`config.mk`:
```
export PLATFORM = sky130hd
export DESIGN_NAME = unicode_escape_to_utf8
export DESIGN_NICKNAME = d
export VERILOG_FILES = /design/src/sv/uesc_pkg.sv /design/src/sv/uesc_decode.sv /design/src/sv/uesc_burst.sv /design/src/sv/unicode_escape_to_utf8.sv
export SDC_FILE = /design/constraint.sdc
export NUM_CORES = 1
export LEC_CHECK = 0
export BUFFER_PORTS_ARGS = -buffer_cell sky130_fd_sc_hd__buf_4
export CAP_MARGIN = 0
export CORE_MARGIN = 2
export CORE_UTILIZATION = 45
export DETAILED_ROUTE_END_ITERATION = 10
export PLACE_DENSITY = 0.67
export SETUP_SLACK_MARGIN = 0.3
export SKIP_CTS_REPAIR_TIMING = 1
export SYNTH_ARGS = -nofsm -noshare
export SYNTH_HDL_FRONTEND = slang
export SYNTH_SLANG_ARGS = --single-unit
```
`constraint.sdc`:
```
create_clock -name clock -period 10.9 [get_ports clock]
set_input_delay 2.18 -clock clock [delete_from_list [all_inputs] [get_ports clock]]
set_output_delay 2.18 -clock clock [all_outputs]
set_load 0.01 [all_outputs]
```
`src/sv/uesc_pkg.sv`:
```
// Shared types, character codes and hex helpers for the escape-to-UTF-8 converter.
`timescale 1ns / 1ps

package uesc_pkg;

   localparam logic [7:0] BACKSLASH_CHAR = 8'h5C;
   localparam logic [7:0] U_CHAR         = 8'h75;
   localparam int         HOLD_DEPTH     = 5;
   localparam int         BURST_DEPTH    = 6;

   typedef logic [7:0] byte_type;
   typedef logic [2:0] count_type;

   // Bytes caused by one input item, oldest in data[0].
   typedef struct packed {
      logic [BURST_DEPTH-1:0][7:0] data;
      count_type                   count;
      logic                        done;
   } burst_type;

   function automatic logic is_hex(input byte_type c);
      logic ok;
      ok = ((c >= 8'h30) && (c <= 8'h39)) ||
           ((c >= 8'h41) && (c <= 8'h46)) ||
           ((c >= 8'h61) && (c <= 8'h66));
      return ok;
   endfunction

   function automatic logic [3:0] hex_value(input byte_type c);
      logic [3:0] v;
      if ((c >= 8'h30) && (c <= 8'h39)) begin
         v = 4'(c - 8'h30);
      end else if ((c >= 8'h41) && (c <= 8'h46)) begin
         v = 4'(c - 8'h37);
      end else if ((c >= 8'h61) && (c <= 8'h66)) begin
         v = 4'(c - 8'h57);
      end else begin
         v = 4'h0;
      end
      return v;
   endfunction

endpackage

```
`src/sv/uesc_decode.sv`:
```
// Escape decoder: held candidate bytes and the result bytes of one input item.
`timescale 1ns / 1ps

module uesc_decode (
   input  logic                clock,
   input  logic                reset,
   input  uesc_pkg::byte_type  in_byte,
   input  logic                end_of_text,
   input  logic                advance,
   output uesc_pkg::burst_type burst
);
   import uesc_pkg::*;

   byte_type   held_bytes_ff [HOLD_DEPTH];
   count_type  held_count_ff;
   count_type  held_count_in;

   logic       is_bs;
   logic       extend;
   logic       complete;
   logic       fresh;
   logic       emit_byte;
   count_type  flush_count;
   logic [15:0] code_point;
   count_type  utf8_len;

   always_comb begin
      is_bs    = (in_byte == BACKSLASH_CHAR);
      extend   = ((held_count_ff == 3'd1) && (in_byte == U_CHAR)) ||
                 ((held_count_ff >= 3'd2) && (held_count_ff <= 3'd4) && is_hex(in_byte));
      complete = (held_count_ff == 3'(HOLD_DEPTH)) && is_hex(in_byte);
      fresh    = !extend && !complete;

      flush_count = (fresh || (extend && end_of_text)) ? held_count_ff : 3'd0;
      if (extend) begin
         emit_byte = end_of_text;
      end else if (fresh) begin
         emit_byte = !is_bs || end_of_text;
      end else begin
         emit_byte = 1'b0;
      end

      code_point = {hex_value(held_bytes_ff[2]), hex_value(held_bytes_ff[3]),
                    hex_value(held_bytes_ff[4]), hex_value(in_byte)};
      if (code_point[15:7] == 9'd0) begin
         utf8_len = 3'd1;
      end else if (code_point[15:11] == 5'd0) begin
         utf8_len = 3'd2;
      end else begin
         utf8_len = 3'd3;
      end

      // Held bytes first, then the new byte; slots past the count are unused.
      for (int i = 0; i < HOLD_DEPTH; i++) begin
         burst.data[i] = (3'(i) < flush_count) ? held_bytes_ff[i] : in_byte;
      end
      burst.data[BURST_DEPTH-1] = in_byte;
      burst.count = 3'(flush_count + {2'b00, emit_byte});
      burst.done  = end_of_text;

      if (complete) begin
         burst.count = utf8_len;
         case (utf8_len)
            3'd1: begin
               burst.data[0] = code_point[7:0];
            end
            3'd2: begin
               burst.data[0] = {3'b110, code_point[10:6]};
               burst.data[1] = {2'b10, code_point[5:0]};
            end
            default: begin
               burst.data[0] = {4'b1110, code_point[15:12]};
               burst.data[1] = {2'b10, code_point[11:6]};
               burst.data[2] = {2'b10, code_point[5:0]};
            end
         endcase
      end

      if (extend && !end_of_text) begin
         held_count_in = 3'(held_count_ff + 3'd1);
      end else if (fresh && is_bs && !end_of_text) begin
         held_count_in = 3'd1;
      end else begin
         held_count_in = 3'd0;
      end
   end

   always_ff @(posedge clock) begin
      if (reset) begin
         held_count_ff <= 3'd0;
      end else if (advance) begin
         held_count_ff <= held_count_in;
      end
   end

   // Candidate bytes carry no reset; only entries below the count are read.
   always_ff @(posedge clock) begin
      if (advance) begin
         if (extend) begin
            held_bytes_ff[held_count_ff] <= in_byte;
         end else if (fresh && is_bs) begin
            held_bytes_ff[0] <= in_byte;
         end
      end
   end

endmodule

```
`src/sv/uesc_burst.sv`:
```
// Result register: holds the bytes of one item and shifts them out one per transfer.
`timescale 1ns / 1ps

module uesc_burst (
   input  logic                clock,
   input  logic                reset,
   input  logic                load,
   input  uesc_pkg::burst_type load_burst,
   input  logic                rsp_ready,
   output logic                rsp_valid,
   output uesc_pkg::byte_type  rsp_out_byte,
   output logic                rsp_run_last,
   output logic                rsp_text_done,
   output logic                free
);
   import uesc_pkg::*;

   burst_type burst_ff;
   burst_type burst_in;

   always_comb begin
      rsp_valid     = (burst_ff.count != 3'd0);
      rsp_out_byte  = burst_ff.data[0];
      rsp_run_last  = (burst_ff.count == 3'd1);
      rsp_text_done = (burst_ff.count == 3'd1) && burst_ff.done;
      free          = !rsp_valid || (rsp_run_last && rsp_ready);

      burst_in = burst_ff;
      if (load) begin
         burst_in = load_burst;
      end else if (rsp_valid && rsp_ready) begin
         burst_in.data  = burst_ff.data >> 8;
         burst_in.count = 3'(burst_ff.count - 3'd1);
      end
   end

   always_ff @(posedge clock) begin
      if (reset) begin
         burst_ff.count <= 3'd0;
      end else begin
         burst_ff.count <= burst_in.count;
      end
      burst_ff.data <= burst_in.data;
      burst_ff.done <= burst_in.done;
   end

endmodule

```
`src/sv/unicode_escape_to_utf8.sv`:
```
// Top level: rewrites backslash-u hex escapes in a byte stream as UTF-8.
//
//   channel | ports                                       | carries
//   --------+---------------------------------------------+-----------------------------
//   req     | req_valid req_ready req_in_byte             | one text byte per transfer,
//           | req_end_of_text                             | flag on the last byte
//   rsp     | rsp_valid rsp_ready rsp_out_byte            | one converted byte per
//           | rsp_run_last rsp_text_done                  | transfer, with item/text marks
//
// Flow: an accepted byte sits in the input register, is decoded there and
// moves on into the result register, whose bytes drive the output. Bytes
// that only extend an escape produce nothing and advance every cycle. An
// item with k result bytes occupies the result register until all k are
// taken, so a following item that produces output waits with req_ready low
// until the last of them transfers: the output port moves one byte per
// cycle while rsp_ready is high, so the input port keeps one byte per cycle
// only while items yield at most one result byte each.
// Reset clears the input valid, the escape count and the result count.
// Stalls: rsp_ready low holds the result register, which holds an input
// byte that produces output in the input register, which drops req_ready.
`timescale 1ns / 1ps

module unicode_escape_to_utf8 (
   input  logic               clock,
   input  logic               reset,
   input  logic               req_valid,
   output logic               req_ready,
   input  uesc_pkg::byte_type req_in_byte,
   input  logic               req_end_of_text,
   output logic               rsp_valid,
   input  logic               rsp_ready,
   output uesc_pkg::byte_type rsp_out_byte,
   output logic               rsp_run_last,
   output logic               rsp_text_done
);
   import uesc_pkg::*;

   // Input register.
   logic      in_valid_ff;
   logic      in_valid_in;
   byte_type  in_byte_ff;
   logic      in_eot_ff;

   burst_type dec_burst;
   logic      burst_free;
   logic      advance;
   logic      load;

   // Advance when the item yields nothing or the result register frees up.
   assign advance = in_valid_ff && ((dec_burst.count == 3'd0) || burst_free);
   assign load    = advance && (dec_burst.count != 3'd0);

   assign req_ready = !in_valid_ff || advance;

   always_comb begin
      in_valid_in = in_valid_ff;
      if (req_valid && req_ready) begin
         in_valid_in = 1'b1;
      end else if (advance) begin
         in_valid_in = 1'b0;
      end
   end

   always_ff @(posedge clock) begin
      if (reset) begin
         in_valid_ff <= 1'b0;
      end else begin
         in_valid_ff <= in_valid_in;
      end
      if (req_valid && req_ready) begin
         in_byte_ff <= req_in_byte;
         in_eot_ff  <= req_end_of_text;
      end
   end

   uesc_decode u_decode (
      .clock       (clock),
      .reset       (reset),
      .in_byte     (in_byte_ff),
      .end_of_text (in_eot_ff),
      .advance     (advance),
      .burst       (dec_burst)
   );

   uesc_burst u_burst (
      .clock         (clock),
      .reset         (reset),
      .load          (load),
      .load_burst    (dec_burst),
      .rsp_ready     (rsp_ready),
      .rsp_valid     (rsp_valid),
      .rsp_out_byte  (rsp_out_byte),
      .rsp_run_last  (rsp_run_last),
      .rsp_text_done (rsp_text_done),
      .free          (burst_free)
   );

endmodule

```
==> impl_table.tex, run 1 <==
\begin{tabular}{lr}
\hline
Metric & Value \\
\hline
\multicolumn{2}{l}{\textbf{Setup path}} \\
Startpoint types & flip-flop \\
Sort of element at the end of the critical path & output port \\
Worst endpoint data arrival time & 4.66 ns \\
FF-to-FF End & u\_burst.burst\_ff[37] \\
Data required time at the worst endpoint & 8.72 ns \\
Reg-to-reg slack, setup & 5.50 ns \\
Crit path max fanout & 22 \\
Startpoint of the lowest-slack register-to-register path & in\_byte\_ff[3] \\
Number of cells on the worst reg-to-reg path & 12 \\
Worst setup path class & flip-flop to output port \\
\multicolumn{2}{l}{\textbf{Run status}} \\
Result of the run & complete, no violations \\
\multicolumn{2}{l}{\textbf{Detailed routing}} \\
Total Wirelength & 16.0 mm \\
Via/cell ratio & 6.11 \\
DRC violation total after the first TritonRoute iteration & 480 \\
Length of the first detailed-routing pass in iterations & 5 \\
DRC viols & 0 \\
Number of nets still failing antenna checks after routing & 0 \\
Post-DR wirelength/cell & 21.9 um \\
Vias & 4,468 \\
\multicolumn{2}{l}{\textbf{Timing}} \\
Final Setup Violations & 0 \\
Fin crit share & 0.627 \\
Final critical path time including I/O delays and setup & 6.84 ns \\
Setup WS post-layout & 4.06 ns \\
FMAX & 146 MHz \\
Final Hold Slack & 0.525 ns \\
Rel. slew slack & 0.241 \\
Transition at the pin with the smallest max-transition slack & 1.13 ns \\
Final hold violation count & 0 \\
Unrepaired setup endpoints after global routing & no \\
Worst Skew & 0.00966 ns \\
Pins Over Slew Limit & 0 \\
Aggregate negative setup slack & 0 ns \\
\multicolumn{2}{l}{\textbf{Placed design}} \\
Count of input and output buffers & 24 \\
Post-place setup slack & 4.47 ns \\
HPWL after DPL & 11.2 mm \\
GP Congestion & 0.951 \\
\multicolumn{2}{l}{\textbf{Synthesis}} \\
Ranking of synthesized cells by instance count & edfxtp\_1 (98), a21oi\_1 (46), nor2\_1 (45) \\
Post-synthesis average cell area & 11.2 um\^{}2 \\
Number of instances in the synthesized netlist & 541 \\
Number of distinct library cell variants in the gate-level netlist after synthesis & 82 \\
Most area-hungry cell type in the Yosys netlist & edfxtp\_1 \\
Combinational family with the most area after synthesis & compound AO/OA/AOI/OAI gates \\
Complex-gate fraction of the synthesized area & 0.172 \\
Post-synth EDFFs & 98 \\
Share of flip-flops with an asynchronous set or reset & 0 \\
Proportion of synthesized chip area in sequential cells & 0.511 \\
Top\_reg\_cell synth & edfxtp\_1 \\
Synth Cell Area & 6040 um\^{}2 \\
Dominant cell by count in the synthesized netlist & edfxtp\_1 \\
Post-synthesis mux area share & 0.0697 \\
Fraction of the mapped netlist area in simple logic gates & 0.154 \\
Area share of the leading cell type in the synthesized netlist & 0.488 \\
XOR/XNOR Fraction of Synth Area & 0.00290 \\
Top cells by area in the synthesized netlist & edfxtp\_1 (49\%), mux2i\_1 (5.5\%), ha\_1 (5.0\%), a21oi\_1 (3.8\%), nor2\_1 (2.8\%) \\
Net Count, Synth & 578 \\
Number of warning messages in the yosys log & 0 \\
Post-Synth Adder-Cell Area & 0.0498 \\
FF+latch count, synth & 105 \\
\multicolumn{2}{l}{\textbf{Clocking}} \\
Count of clock tree sinks & 105 \\
Clock slew at reported path FFs & 0.07 ns \\
CTS max path bufs & 2 \\
Deepest level of the CTS H-tree & 3 \\
Clock root buffer & clkbuf\_16 \\
Clock latency on the worst-skew pair & 0.36 ns \\
Total clock buffers created by CTS & 9 \\
TritonCTS clock tree & done \\
\multicolumn{2}{l}{\textbf{Global routing}} \\
Global-route wire length before repair & 24.9 mm \\
Total track usage & 0.234 \\
Via count of the first global-routing pass & 4,315 \\
Number of antenna violations at the first check in global routing & 0 \\
Pin count of the biggest net entering global routing & 63 \\
Residual overflow from global routing & 0 \\
\multicolumn{2}{l}{\textbf{Floorplan}} \\
Number of top-level pins & 25 \\
Die height & 120 um \\
Starting density of the core & 0.458 \\
Number of standard-cell rows in the floorplan & 42 \\
DIE AREA & 14,400 um\^{}2 \\
DIE WIDTH & 120 um \\
Core Area & 13,200 um\^{}2 \\
\multicolumn{2}{l}{\textbf{Power}} \\
Max rail drop VDD & 123 uV \\
Power density over cell area & 188 nW/um\^{}2 \\
Leakage & 2.28 nW \\
\multicolumn{2}{l}{\textbf{Hold path}} \\
Hold path startpoint & u\_burst.burst\_ff[2] \\
Number of cells traversed by the worst hold path & 2 \\
Class of the most critical hold timing path & flip-flop to flip-flop \\
Endpoint, Worst Hold & u\_burst.burst\_ff[2] \\
\multicolumn{2}{l}{\textbf{Cells and area}} \\
Area grow syn2layout & 9.29\% \\
Share of layout cells above drive strength 1 & 0.132 \\
Diode insertion count for antenna repair & 0 \\
Net total in the final layout & 587 \\
\multicolumn{2}{l}{\textbf{Flow run}} \\
Number of maximum-capacitance constraint violations & 0 \\
\hline
\end{tabular}
## area by class of cell
| class | instances | area, um^2 |
|---|---|---|
| Fill cell | 1166 | 6590 |
| Sequential cell | 105 | 3080 |
| Multi-Input combinational cell | 385 | 2710 |
| Timing Repair Buffer | 31 | 233 |
| Clock buffer | 9 | 225 |
| Tap cell | 176 | 220 |
| Inverter | 18 | 67.6 |
| Clock inverter | 7 | 53.8 |
## routing by layer
layer / wire length, um / up-vias / track usage
met5: 0 / - / 0
met4: 315 / 0 / 0.0765
met3: 1230 / 25 / 0.0699
met2: 7200 / 164 / 0.344
met1: 7260 / 2203 / 0.333
li1: - / 2076 / -
## cells by family (layout without fill, tap and decap cells)
kind of cell / count (synthesis) / in the layout
AOI/OAI and AO/OA: 150 / 150
xor gates and xnor gates: 2 / 2
adders and majority gates: 24 / 24
buffers and inverters: 51 / 65
DFF: 105 / 105
muxes: 41 / 41
and+or+nand+nor: 168 / 168
## how the worst max path moves through the flow
| stage | to | slack (ns) | start |
|---|---|---|---|
| after floorplan | req_ready | 5.14 | in_byte_ff[3] |
| after global placement | req_ready | 4.59 | in_byte_ff[3] |
| after detailed placement | req_ready | 4.47 | in_byte_ff[3] |
| after CTS | req_ready | 4.06 | in_byte_ff[3] |
| after global routing | req_ready | 3.73 | in_byte_ff[1] |
| final | req_ready | 4.06 | in_byte_ff[3] |
## power breakdown
group	leakage (nW)	internal [mW]	switching (mW)	total (mW)
registers	0.974	0.584	0.0396	0.624
logic	1.17	0.114	0.186	0.300
clock network	0.141	0.158	0.158	0.316
total	2.28	0.856	0.383	1.24
## critical path, cell delays in order (launching register included)
cell and delay [ns]:
edfxtp_1 0.71, or4b_4 0.70, or3_1 0.43, a21oi_2 0.69, a21oi_1 0.15, ha_1 0.24, ha_1 0.30, or4_1 0.59
nor3_2 0.19, nor2_1 0.08, nand2_1 0.09, buf_4 0.12
## cell usage in the layout (no fill, tap or decap), drive strengths merged, types with 4 or more instances in the layout
master	synthesis	routed
nor2	46	46
o21ai	21	21
nor2b	8	8
mux2i	33	33
a31oi	10	10
o21bai	5	5
and3	7	7
clkbuf	13	9
dfxtp	7	7
a211oi	6	6
or2	5	5
and2	12	12
ha	24	24
a21o	4	4
o31ai	10	10
o211ai	4	4
buf	20	31
nor3	9	9
nand3	6	6
mux2	8	8
clkinv	0	4
nand4bb	4	4
or3	7	7
nand2	32	32
a21oi	47	47
o21a	5	5
nand2b	7	7
nor4	7	7
edfxtp	98	98
inv	18	21
## sequential cells by signal, summed over array words and instances (netlist names)
register	cells
in_eot_ff	1
u_burst.rsp_out_byte	8
u_decode.held_bytes_ff	40
in_byte_ff	8
in_valid_ff	1
u_decode.held_count_ff	3
u_burst.burst_ff	44
## through the flow
| step | power, mW | utilization | instances | area [um^2] |
|---|---|---|---|---|
| 3_3_place_gp | 0.926 | 0.479 | 715 | 6320 |
| 5_1_grt | 1.30 | 0.500 | 731 | 6600 |
| 4_1_cts | 1.25 | 0.500 | 731 | 6600 |
| 2_1_floorplan | 0.843 | - | 541 | 6040 |
| 6_report | 1.24 | 0.500 | 731 | 6600 |
| 3_5_place_dp | 0.936 | 0.479 | 715 | 6320 |
Power figures use the tool's default switching activity.
==> run 2: changes to the inputs <==
--- a/config.mk
+++ b/config.mk
@@ -10,7 +10,7 @@
 export CORE_MARGIN = 2
 export CORE_UTILIZATION = 45
 export DETAILED_ROUTE_END_ITERATION = 10
-export PLACE_DENSITY = 0.67
+export PLACE_DENSITY = 0.7
 export SETUP_SLACK_MARGIN = 0.3
 export SKIP_CTS_REPAIR_TIMING = 1
 export SYNTH_ARGS = -nofsm -noshare
==> constraint.sdc (replaced) <==
create_clock -name clock -period 6.1 [get_ports clock]
set_input_delay 1.22 -clock clock [delete_from_list [all_inputs] [get_ports clock]]
set_output_delay 1.22 -clock clock [all_outputs]
set_load 0.01 [all_outputs]
==> impl_table.tex, run 2 (same netlist as run 1, synthesis figures left out) <==
\begin{tabular}{lr}
\hline
Metric & Value \\
\hline
\multicolumn{2}{l}{\textbf{Run status}} \\
Result of the run & complete, no violations \\
\multicolumn{2}{l}{\textbf{Clocking}} \\
Total clock buffers created by CTS & 9 (unchanged) \\
Clock root buffer & clkbuf\_16 \\
TritonCTS clock tree & done \\
Clock slew at reported path FFs & 0.07 ns (about the same) \\
Clock latency on the worst-skew pair & 0.35 ns (about the same) \\
Count of clock tree sinks & 105 (unchanged) \\
Deepest level of the CTS H-tree & 3 (unchanged) \\
CTS max path bufs & 2 (unchanged) \\
\multicolumn{2}{l}{\textbf{Global routing}} \\
Number of antenna violations at the first check in global routing & 0 (unchanged) \\
Pin count of the biggest net entering global routing & 50 (-21\%) \\
Global-route wire length before repair & 24.3 mm (-2.3\%) \\
Total track usage & 0.223 (-0.0109) \\
Via count of the first global-routing pass & 4,393 (+1.8\%) \\
Residual overflow from global routing & 0 (unchanged) \\
\multicolumn{2}{l}{\textbf{Cells and area}} \\
Area grow syn2layout & 11.2\% \\
Most used cells in the layout excluding fill and tap cells & edfxtp\_1 (98), a21oi\_1 (46), nor2\_1 (45) \\
Largest Register & u\_burst.burst\_ff \\
Most common library cell in the layout ignoring fill and taps & edfxtp\_1 \\
Net total in the final layout & 594 (+1.2\%) \\
Diode insertion count for antenna repair & 0 (unchanged) \\
Flip-flop count of the largest register, all copies and words added & 44 (unchanged) \\
Share of layout cells above drive strength 1 & 0.148 (+0.0162) \\
Top flop regs & u\_burst.burst\_ff x44, u\_decode.held\_bytes\_ff x40 \\
Fillers & 1,167 (+0.086\%) \\
Final std cells w/o fill & 738 (+0.96\%) \\
\multicolumn{2}{l}{\textbf{Setup path}} \\
Startpoint types & flip-flop \\
Sort of element at the end of the critical path & output port \\
Number of cells on the worst reg-to-reg path & 12 (unchanged) \\
Worst setup path class & flip-flop to output port \\
Reg-to-reg slack, setup & 1.23 ns (-4.27 ns) \\
FF-to-FF End & u\_decode.held\_bytes\_ff[0][2] \\
Crit path max fanout & 13 (-41\%) \\
Startpoint of the lowest-slack register-to-register path & in\_byte\_ff[1] \\
Data required time at the worst endpoint & 4.88 ns (-3.84 ns) \\
Worst endpoint data arrival time & 4.17 ns (-0.49 ns) \\
\multicolumn{2}{l}{\textbf{Hold path}} \\
Number of cells traversed by the worst hold path & 2 (unchanged) \\
Hold path startpoint & u\_burst.burst\_ff[2] \\
Endpoint, Worst Hold & u\_burst.burst\_ff[2] \\
Class of the most critical hold timing path & flip-flop to flip-flop \\
\multicolumn{2}{l}{\textbf{Placed design}} \\
Count of input and output buffers & 24 (unchanged) \\
Placed cell count & 718 (+0.42\%) \\
Post-place setup slack & 0.798 ns (-3.67 ns) \\
GP Congestion & 0.911 (-4.2\%) \\
HPWL after DPL & 10.8 mm (-3.1\%) \\
\multicolumn{2}{l}{\textbf{Timing}} \\
Transition at the pin with the smallest max-transition slack & 1.01 ns (-0.119 ns) \\
Final Setup Violations & 0 (unchanged) \\
Pins Over Slew Limit & 0 (unchanged) \\
Final hold violation count & 0 (unchanged) \\
Final critical path time including I/O delays and setup & 5.39 ns \\
Setup WS post-layout & 0.708 ns (-3.36 ns) \\
Unrepaired setup endpoints after global routing & no \\
Rel. slew slack & 0.316 (+0.0748) \\
Aggregate negative setup slack & 0 ns (unchanged) \\
Worst Skew & 0.0106 ns (+0.000975 ns) \\
Fin crit share & 0.884 \\
FMAX & 185 MHz \\
\multicolumn{2}{l}{\textbf{Detailed routing}} \\
Total Wirelength & 15.4 mm (-3.8\%) \\
Via/cell ratio & 6.09 (-0.37\%) \\
Post-DR wirelength/cell & 20.9 um (-4.8\%) \\
Vias & 4,494 (+0.58\%) \\
Length of the first detailed-routing pass in iterations & 5 (unchanged) \\
Number of nets still failing antenna checks after routing & 0 (unchanged) \\
DRC violation total after the first TritonRoute iteration & 496 (+3.3\%) \\
DRC viols & 0 (unchanged) \\
\multicolumn{2}{l}{\textbf{Flow run}} \\
Number of maximum-capacitance constraint violations & 0 (unchanged) \\
\multicolumn{2}{l}{\textbf{Power}} \\
Net switching power & 0.677 mW (+77\%) \\
Leakage & 2.34 nW (+2.5\%) \\
Sequential power share & 0.485 (-0.018) \\
Power density over cell area & 341 nW/um\^{}2 (+82\%) \\
Max rail drop VDD & 250 uV (+100\%) \\
Internal power component & 1.61 mW (+89\%) \\
Fraction of power spent switching nets & 0.295 (-0.0136) \\
Fraction of power consumed by the clock network & 0.275 (+0.020) \\
Logic gate share of total power & 0.239 (-0.003) \\
\multicolumn{2}{l}{\textbf{Floorplan}} \\
Number of top-level pins & 25 (unchanged) \\
Starting density of the core & 0.458 (unchanged) \\
DIE AREA & 14,400 um\^{}2 (unchanged) \\
Die height & 120 um (unchanged) \\
Number of standard-cell rows in the floorplan & 42 (unchanged) \\
Core Area & 13,200 um\^{}2 (unchanged) \\
DIE WIDTH & 120 um (unchanged) \\
\hline
\end{tabular}
[run 2: area by class of cell]
class / instances / area, um^2 / area share
sequential: 105 / 3080 / 0.459
multi-input combinational: 385 / 2730 / 0.407
timing repair buffer: 38 / 285 / 0.0425
clock buffer: 9 / 225 / 0.0335
tap: 176 / 220 / 0.0328
clock inverter: 7 / 98.8 / 0.0147
inverter: 18 / 67.6 / 0.0101
[run 2: worst max path at each step]
stage / start / end / slack [ns] / depth (start not counted)
finish: in_byte_ff[1] / req_ready / 0.71 / 13
global route: in_byte_ff[1] / req_ready / 0.41 / 13
CTS: in_byte_ff[0] / req_ready / 0.39 / 14
detailed placement: in_byte_ff[0] / req_ready / 0.80 / 14
global placement: in_byte_ff[0] / req_ready / 0.94 / 14
floorplan: in_byte_ff[3] / u_decode.held_bytes_ff[1][0] / 1.27 / 12
[run 2: per-stage QoR]
stage / power, mW / area, um^2 / hold WS (ns) / util
floorplan: 1.51 / 6040 / 0.473 / -
global placement: 1.65 / 6330 / 0.489 / 0.480
detailed placement: 1.68 / 6330 / 0.504 / 0.480
CTS: 2.31 / 6660 / 0.513 / 0.505
global route: 2.41 / 6710 / 0.531 / 0.509
finish: 2.29 / 6710 / 0.518 / 0.509
[run 2: power groups by stage]
stage | Combinational [mW] | Sequential (mW) | Clock, mW
floorplan | 0.403 | 1.10 | 0
global placement | 0.527 | 1.12 | 0
detailed placement | 0.546 | 1.13 | 0
CTS | 0.548 | 1.12 | 0.641
global route | 0.611 | 1.13 | 0.671
finish | 0.548 | 1.11 | 0.631
[run 2: worst max-delay path: stages (launching register included)]
cell and delay (ns):
edfxtp_1 0.63, inv_1 0.20, ha_1 0.27, o21bai_1 0.36, a211oi_1 0.22, o31ai_4 0.43
and3_1 0.22, ha_1 0.14, ha_1 0.24, or4_1 0.60, nor3_2 0.19, nor2_1 0.08
nand2_1 0.10, buf_4 0.13
[run 2: metal layers]
metal  part of all wire  track usage  wire, um
met5                  0      0.00735         0
met4              0.022       0.0934       336
met3              0.070       0.0380      1070
met2               0.46        0.338      7140
met1               0.44        0.318      6840
==> run 3: changes to the inputs <==
--- a/config.mk
+++ b/config.mk
@@ -5,6 +5,7 @@
 export SDC_FILE = /design/constraint.sdc
 export NUM_CORES = 1
 export LEC_CHECK = 0
+export ABC_AREA = 1
 export BUFFER_PORTS_ARGS = -buffer_cell sky130_fd_sc_hd__buf_4
 export CAP_MARGIN = 0
 export CORE_MARGIN = 2
==> impl_table.tex, run 3 <==
\begin{tabular}{lr}
\hline
Metric & Value \\
\hline
\multicolumn{2}{l}{\textbf{Cells and area}} \\
Top flop regs & u\_burst.burst\_ff x44, u\_decode.held\_bytes\_ff x40 \\
Net total in the final layout & 722 (+22\%) \\
Area grow syn2layout & 9.33\% \\
Most used cells in the layout excluding fill and tap cells & nand2\_1 (224), edfxtp\_1 (98), inv\_1 (57) \\
Register area & 3080 um\^{}2 (unchanged) \\
Largest Register & u\_burst.burst\_ff \\
Fillers & 1,207 (+3.4\%) \\
Most common library cell in the layout ignoring fill and taps & nand2\_1 \\
Diode insertion count for antenna repair & 0 (unchanged) \\
Multi-input gate area & 2420 um\^{}2 (-11\%) \\
Post-layout util & 0.509 (about the same) \\
Flip-flop count of the largest register, all copies and words added & 44 (unchanged) \\
Share of layout cells above drive strength 1 & 0.123 (-0.0245) \\
\multicolumn{2}{l}{\textbf{Synthesis}} \\
Share of flip-flops with an asynchronous set or reset & 0 (unchanged) \\
Area share of the leading cell type in the synthesized netlist & 0.495 (+0.00760) \\
Post-synthesis average cell area & 8.80 um\^{}2 (-21\%) \\
Ranking of synthesized cells by instance count & nand2\_1 (225), edfxtp\_1 (98), inv\_1 (57) \\
Dominant cell by count in the synthesized netlist & nand2\_1 \\
Top\_reg\_cell synth & edfxtp\_1 \\
Number of instances in the synthesized netlist & 675 (+25\%) \\
Top cells by area in the synthesized netlist & edfxtp\_1 (50\%), nand2\_1 (14\%), ha\_1 (5.1\%), o21ai\_0 (4.0\%), inv\_1 (3.6\%) \\
Proportion of synthesized chip area in sequential cells & 0.519 (+0.00796) \\
FF+latch count, synth & 105 (unchanged) \\
Synth Cell Area & 5940 um\^{}2 (-1.5\%) \\
Most area-hungry cell type in the Yosys netlist & edfxtp\_1 \\
Net Count, Synth & 712 (+23\%) \\
Post-synth EDFFs & 98 (unchanged) \\
Number of warning messages in the yosys log & 0 (unchanged) \\
Number of distinct library cell variants in the gate-level netlist after synthesis & 36 (-56\%) \\
\multicolumn{2}{l}{\textbf{Setup path}} \\
Data required time at the worst endpoint & 4.88 ns (about the same) \\
Sort of element at the end of the critical path & output port \\
Worst setup path class & flip-flop to output port \\
Startpoint types & flip-flop \\
Reg-to-reg slack, setup & 1.75 ns (+0.52 ns) \\
Slowest cell on the critical path & edfxtp\_1 \\
Crit path max fanout & 12 (-1) \\
Cell-by-cell trace of the critical path & inv\_1 -> ha\_1 -> nand3\_1 -> nand3\_2 -> nand2\_4 -> nand2\_2 -> nand2\_4 -> nand2\_4 -> nand2\_2 -> inv\_2 -> nand2\_1 -> inv\_1 -> ha\_1 -> ha\_1 -> nand3b\_1 -> inv\_2 -> nand2\_2 -> nand3\_1 -> buf\_4 \\
CP max stage delay & 0.59 ns (-0.04 ns) \\
Worst endpoint data arrival time & 3.36 ns (-0.81 ns) \\
\multicolumn{2}{l}{\textbf{Floorplan}} \\
Starting density of the core & 0.465 (+0.00768) \\
Core Area & 12,800 um\^{}2 (-3.2\%) \\
Die height & 119 um (-0.75\%) \\
DIE AREA & 14,100 um\^{}2 (-1.5\%) \\
DIE WIDTH & 119 um (-0.75\%) \\
Number of standard-cell rows in the floorplan & 41 (-2.4\%) \\
Number of top-level pins & 25 (unchanged) \\
\multicolumn{2}{l}{\textbf{Timing}} \\
Final Hold Slack & 0.503 ns (-0.0150 ns) \\
Setup WS post-layout & 1.52 ns (+0.812 ns) \\
Fin crit share & 0.751 (-0.133) \\
Transition at the pin with the smallest max-transition slack & 1.17 ns (+0.157 ns) \\
Final Setup Violations & 0 (unchanged) \\
FMAX & 218 MHz (+18\%) \\
Worst Skew & 0.0123 ns (+0.00162 ns) \\
Final hold violation count & 0 (unchanged) \\
Final critical path time including I/O delays and setup & 4.58 ns (-0.812 ns) \\
Aggregate negative setup slack & 0 ns (unchanged) \\
Unrepaired setup endpoints after global routing & no \\
Rel. slew slack & 0.219 (-0.0969) \\
Pins Over Slew Limit & 0 (unchanged) \\
\multicolumn{2}{l}{\textbf{Power}} \\
Logic gate share of total power & 0.273 (+0.034) \\
Internal power component & 1.64 mW (+1.7\%) \\
Max rail drop VDD & 205 uV (-18\%) \\
Design Power & 2.45 mW (+7.0\%) \\
Leakage & 2.75 nW (+18\%) \\
Net switching power & 0.811 mW (+20\%) \\
Sequential power share & 0.472 (-0.013) \\
Fraction of power consumed by the clock network & 0.255 (-0.020) \\
Fraction of power spent switching nets & 0.331 (+0.0352) \\
Power density over cell area & 377 nW/um\^{}2 (+11\%) \\
\multicolumn{2}{l}{\textbf{Placed design}} \\
GP Congestion & 0.969 (+6.3\%) \\
HPWL after DPL & 11.5 mm (+5.9\%) \\
Post-place setup slack & 1.75 ns (+0.955 ns) \\
Count of input and output buffers & 24 (unchanged) \\
\multicolumn{2}{l}{\textbf{Clocking}} \\
Count of clock tree sinks & 105 (unchanged) \\
CTS max path bufs & 2 (unchanged) \\
Clock latency on the worst-skew pair & 0.36 ns (about the same) \\
TritonCTS clock tree & done \\
Deepest level of the CTS H-tree & 3 (unchanged) \\
Clock slew at reported path FFs & 0.07 ns (about the same) \\
Total clock buffers created by CTS & 9 (unchanged) \\
Clock root buffer & clkbuf\_16 \\
\multicolumn{2}{l}{\textbf{Detailed routing}} \\
Total Wirelength & 15.7 mm (+2.0\%) \\
Via/cell ratio & 5.42 (-11\%) \\
DRC viols & 0 (unchanged) \\
Post-DR wirelength/cell & 18.2 um (-13\%) \\
Vias & 4,676 (+4.0\%) \\
Number of nets still failing antenna checks after routing & 0 (unchanged) \\
DRC violation total after the first TritonRoute iteration & 434 (-13\%) \\
Length of the first detailed-routing pass in iterations & 5 (unchanged) \\
\multicolumn{2}{l}{\textbf{Run status}} \\
Result of the run & complete, no violations \\
\multicolumn{2}{l}{\textbf{Global routing}} \\
Via count of the first global-routing pass & 4,429 (+0.82\%) \\
Global routing usage on met2 & 0.344 (+0.00625) \\
Global routing usage on met1 & 0.323 (+0.00532) \\
Residual overflow from global routing & 0 (unchanged) \\
GRT busiest layer & met2 \\
Total track usage & 0.229 (+0.00615) \\
GR Layer Usage met3 & 0.0412 (+0.00316) \\
Number of antenna violations at the first check in global routing & 0 (unchanged) \\
Global-route wire length before repair & 24.5 mm (+0.65\%) \\
Pin count of the biggest net entering global routing & 65 (+30\%) \\
\multicolumn{2}{l}{\textbf{Flow run}} \\
Number of maximum-capacitance constraint violations & 0 (unchanged) \\
\multicolumn{2}{l}{\textbf{Hold path}} \\
Class of the most critical hold timing path & flip-flop to flip-flop \\
\hline
\end{tabular}
[run 3: cell types whose count changed after synthesis, sizes merged, moves of 12 or more]
cell and delta:
mux2i -33, and2 -12, o21ai +38, inv +52
nand3 +36, a21oi -31, nand2 +204, o211ai +17
[run 3: area by class of cell]
class,instances,share of cell area
Multi-Input combinational cell,472,0.372
Sequential cell,105,0.474
Tap cell,172,0.0331
Clock buffer,10,0.0368
Timing Repair Buffer,26,0.0300
Clock inverter,6,0.0121
Inverter,71,0.0410
[run 3: path summary, 6_finish.rpt]
| check | startpoint | end | cells past startpoint |
|---|---|---|---|
| worst max-delay path | in_byte_ff[0] | req_ready | 19 |
| worst min-delay path | in_eot_ff | u_burst.burst_ff[0] | 0 |
| worst max register to register | in_byte_ff[0] | u_burst.rsp_out_byte[1] | 22 |
| worst min register to register | in_eot_ff | u_burst.burst_ff[0] | 0 |
[run 3: power groups by stage]
stage / Combinational (mW) / Clock (mW) / Sequential (mW)
floorplan: 0.520 / 0 / 1.15
global route: 0.758 / 0.664 / 1.18
global placement: 0.654 / 0 / 1.17
finish: 0.668 / 0.625 / 1.16
CTS: 0.671 / 0.636 / 1.16
detailed placement: 0.669 / 0 / 1.18
[run 3: logic make-up (layout without fill, tap and decap cells)]
group	after synthesis	after routing	share of synthesized area
buf+inv	98	113	0.0745
xor+xnor	3	3	0.00442
simple gates	345	345	0.255
compound gates	100	100	0.0973
fa+ha+maj	24	24	0.0505
flops	105	105	0.519
[run 3: metal layers]
metal	routed length, um	vias to the layer above
met5	0	-
met4	553	0
met3	1100	33
met2	6920	180
met1	7120	2176
li1	-	2287
[run 3: per-stage QoR]
stage	std cells	cell area, um^2
3_3_place_gp	846	6180
4_1_cts	862	6500
2_1_floorplan	675	5940
6_report	862	6500
3_5_place_dp	846	6180
5_1_grt	862	6500
[run 3: critical path: cells and delay by family, from the launching register on]
| family | cells | cell delay (ns) |
|---|---|---|
| buffers and inverters | 5 | 0.54 |
| adder cells (fa/ha/maj) | 3 | 0.74 |
| AND/OR/NAND/NOR | 11 | 1.14 |
| flip-flops | 1 | 0.59 |
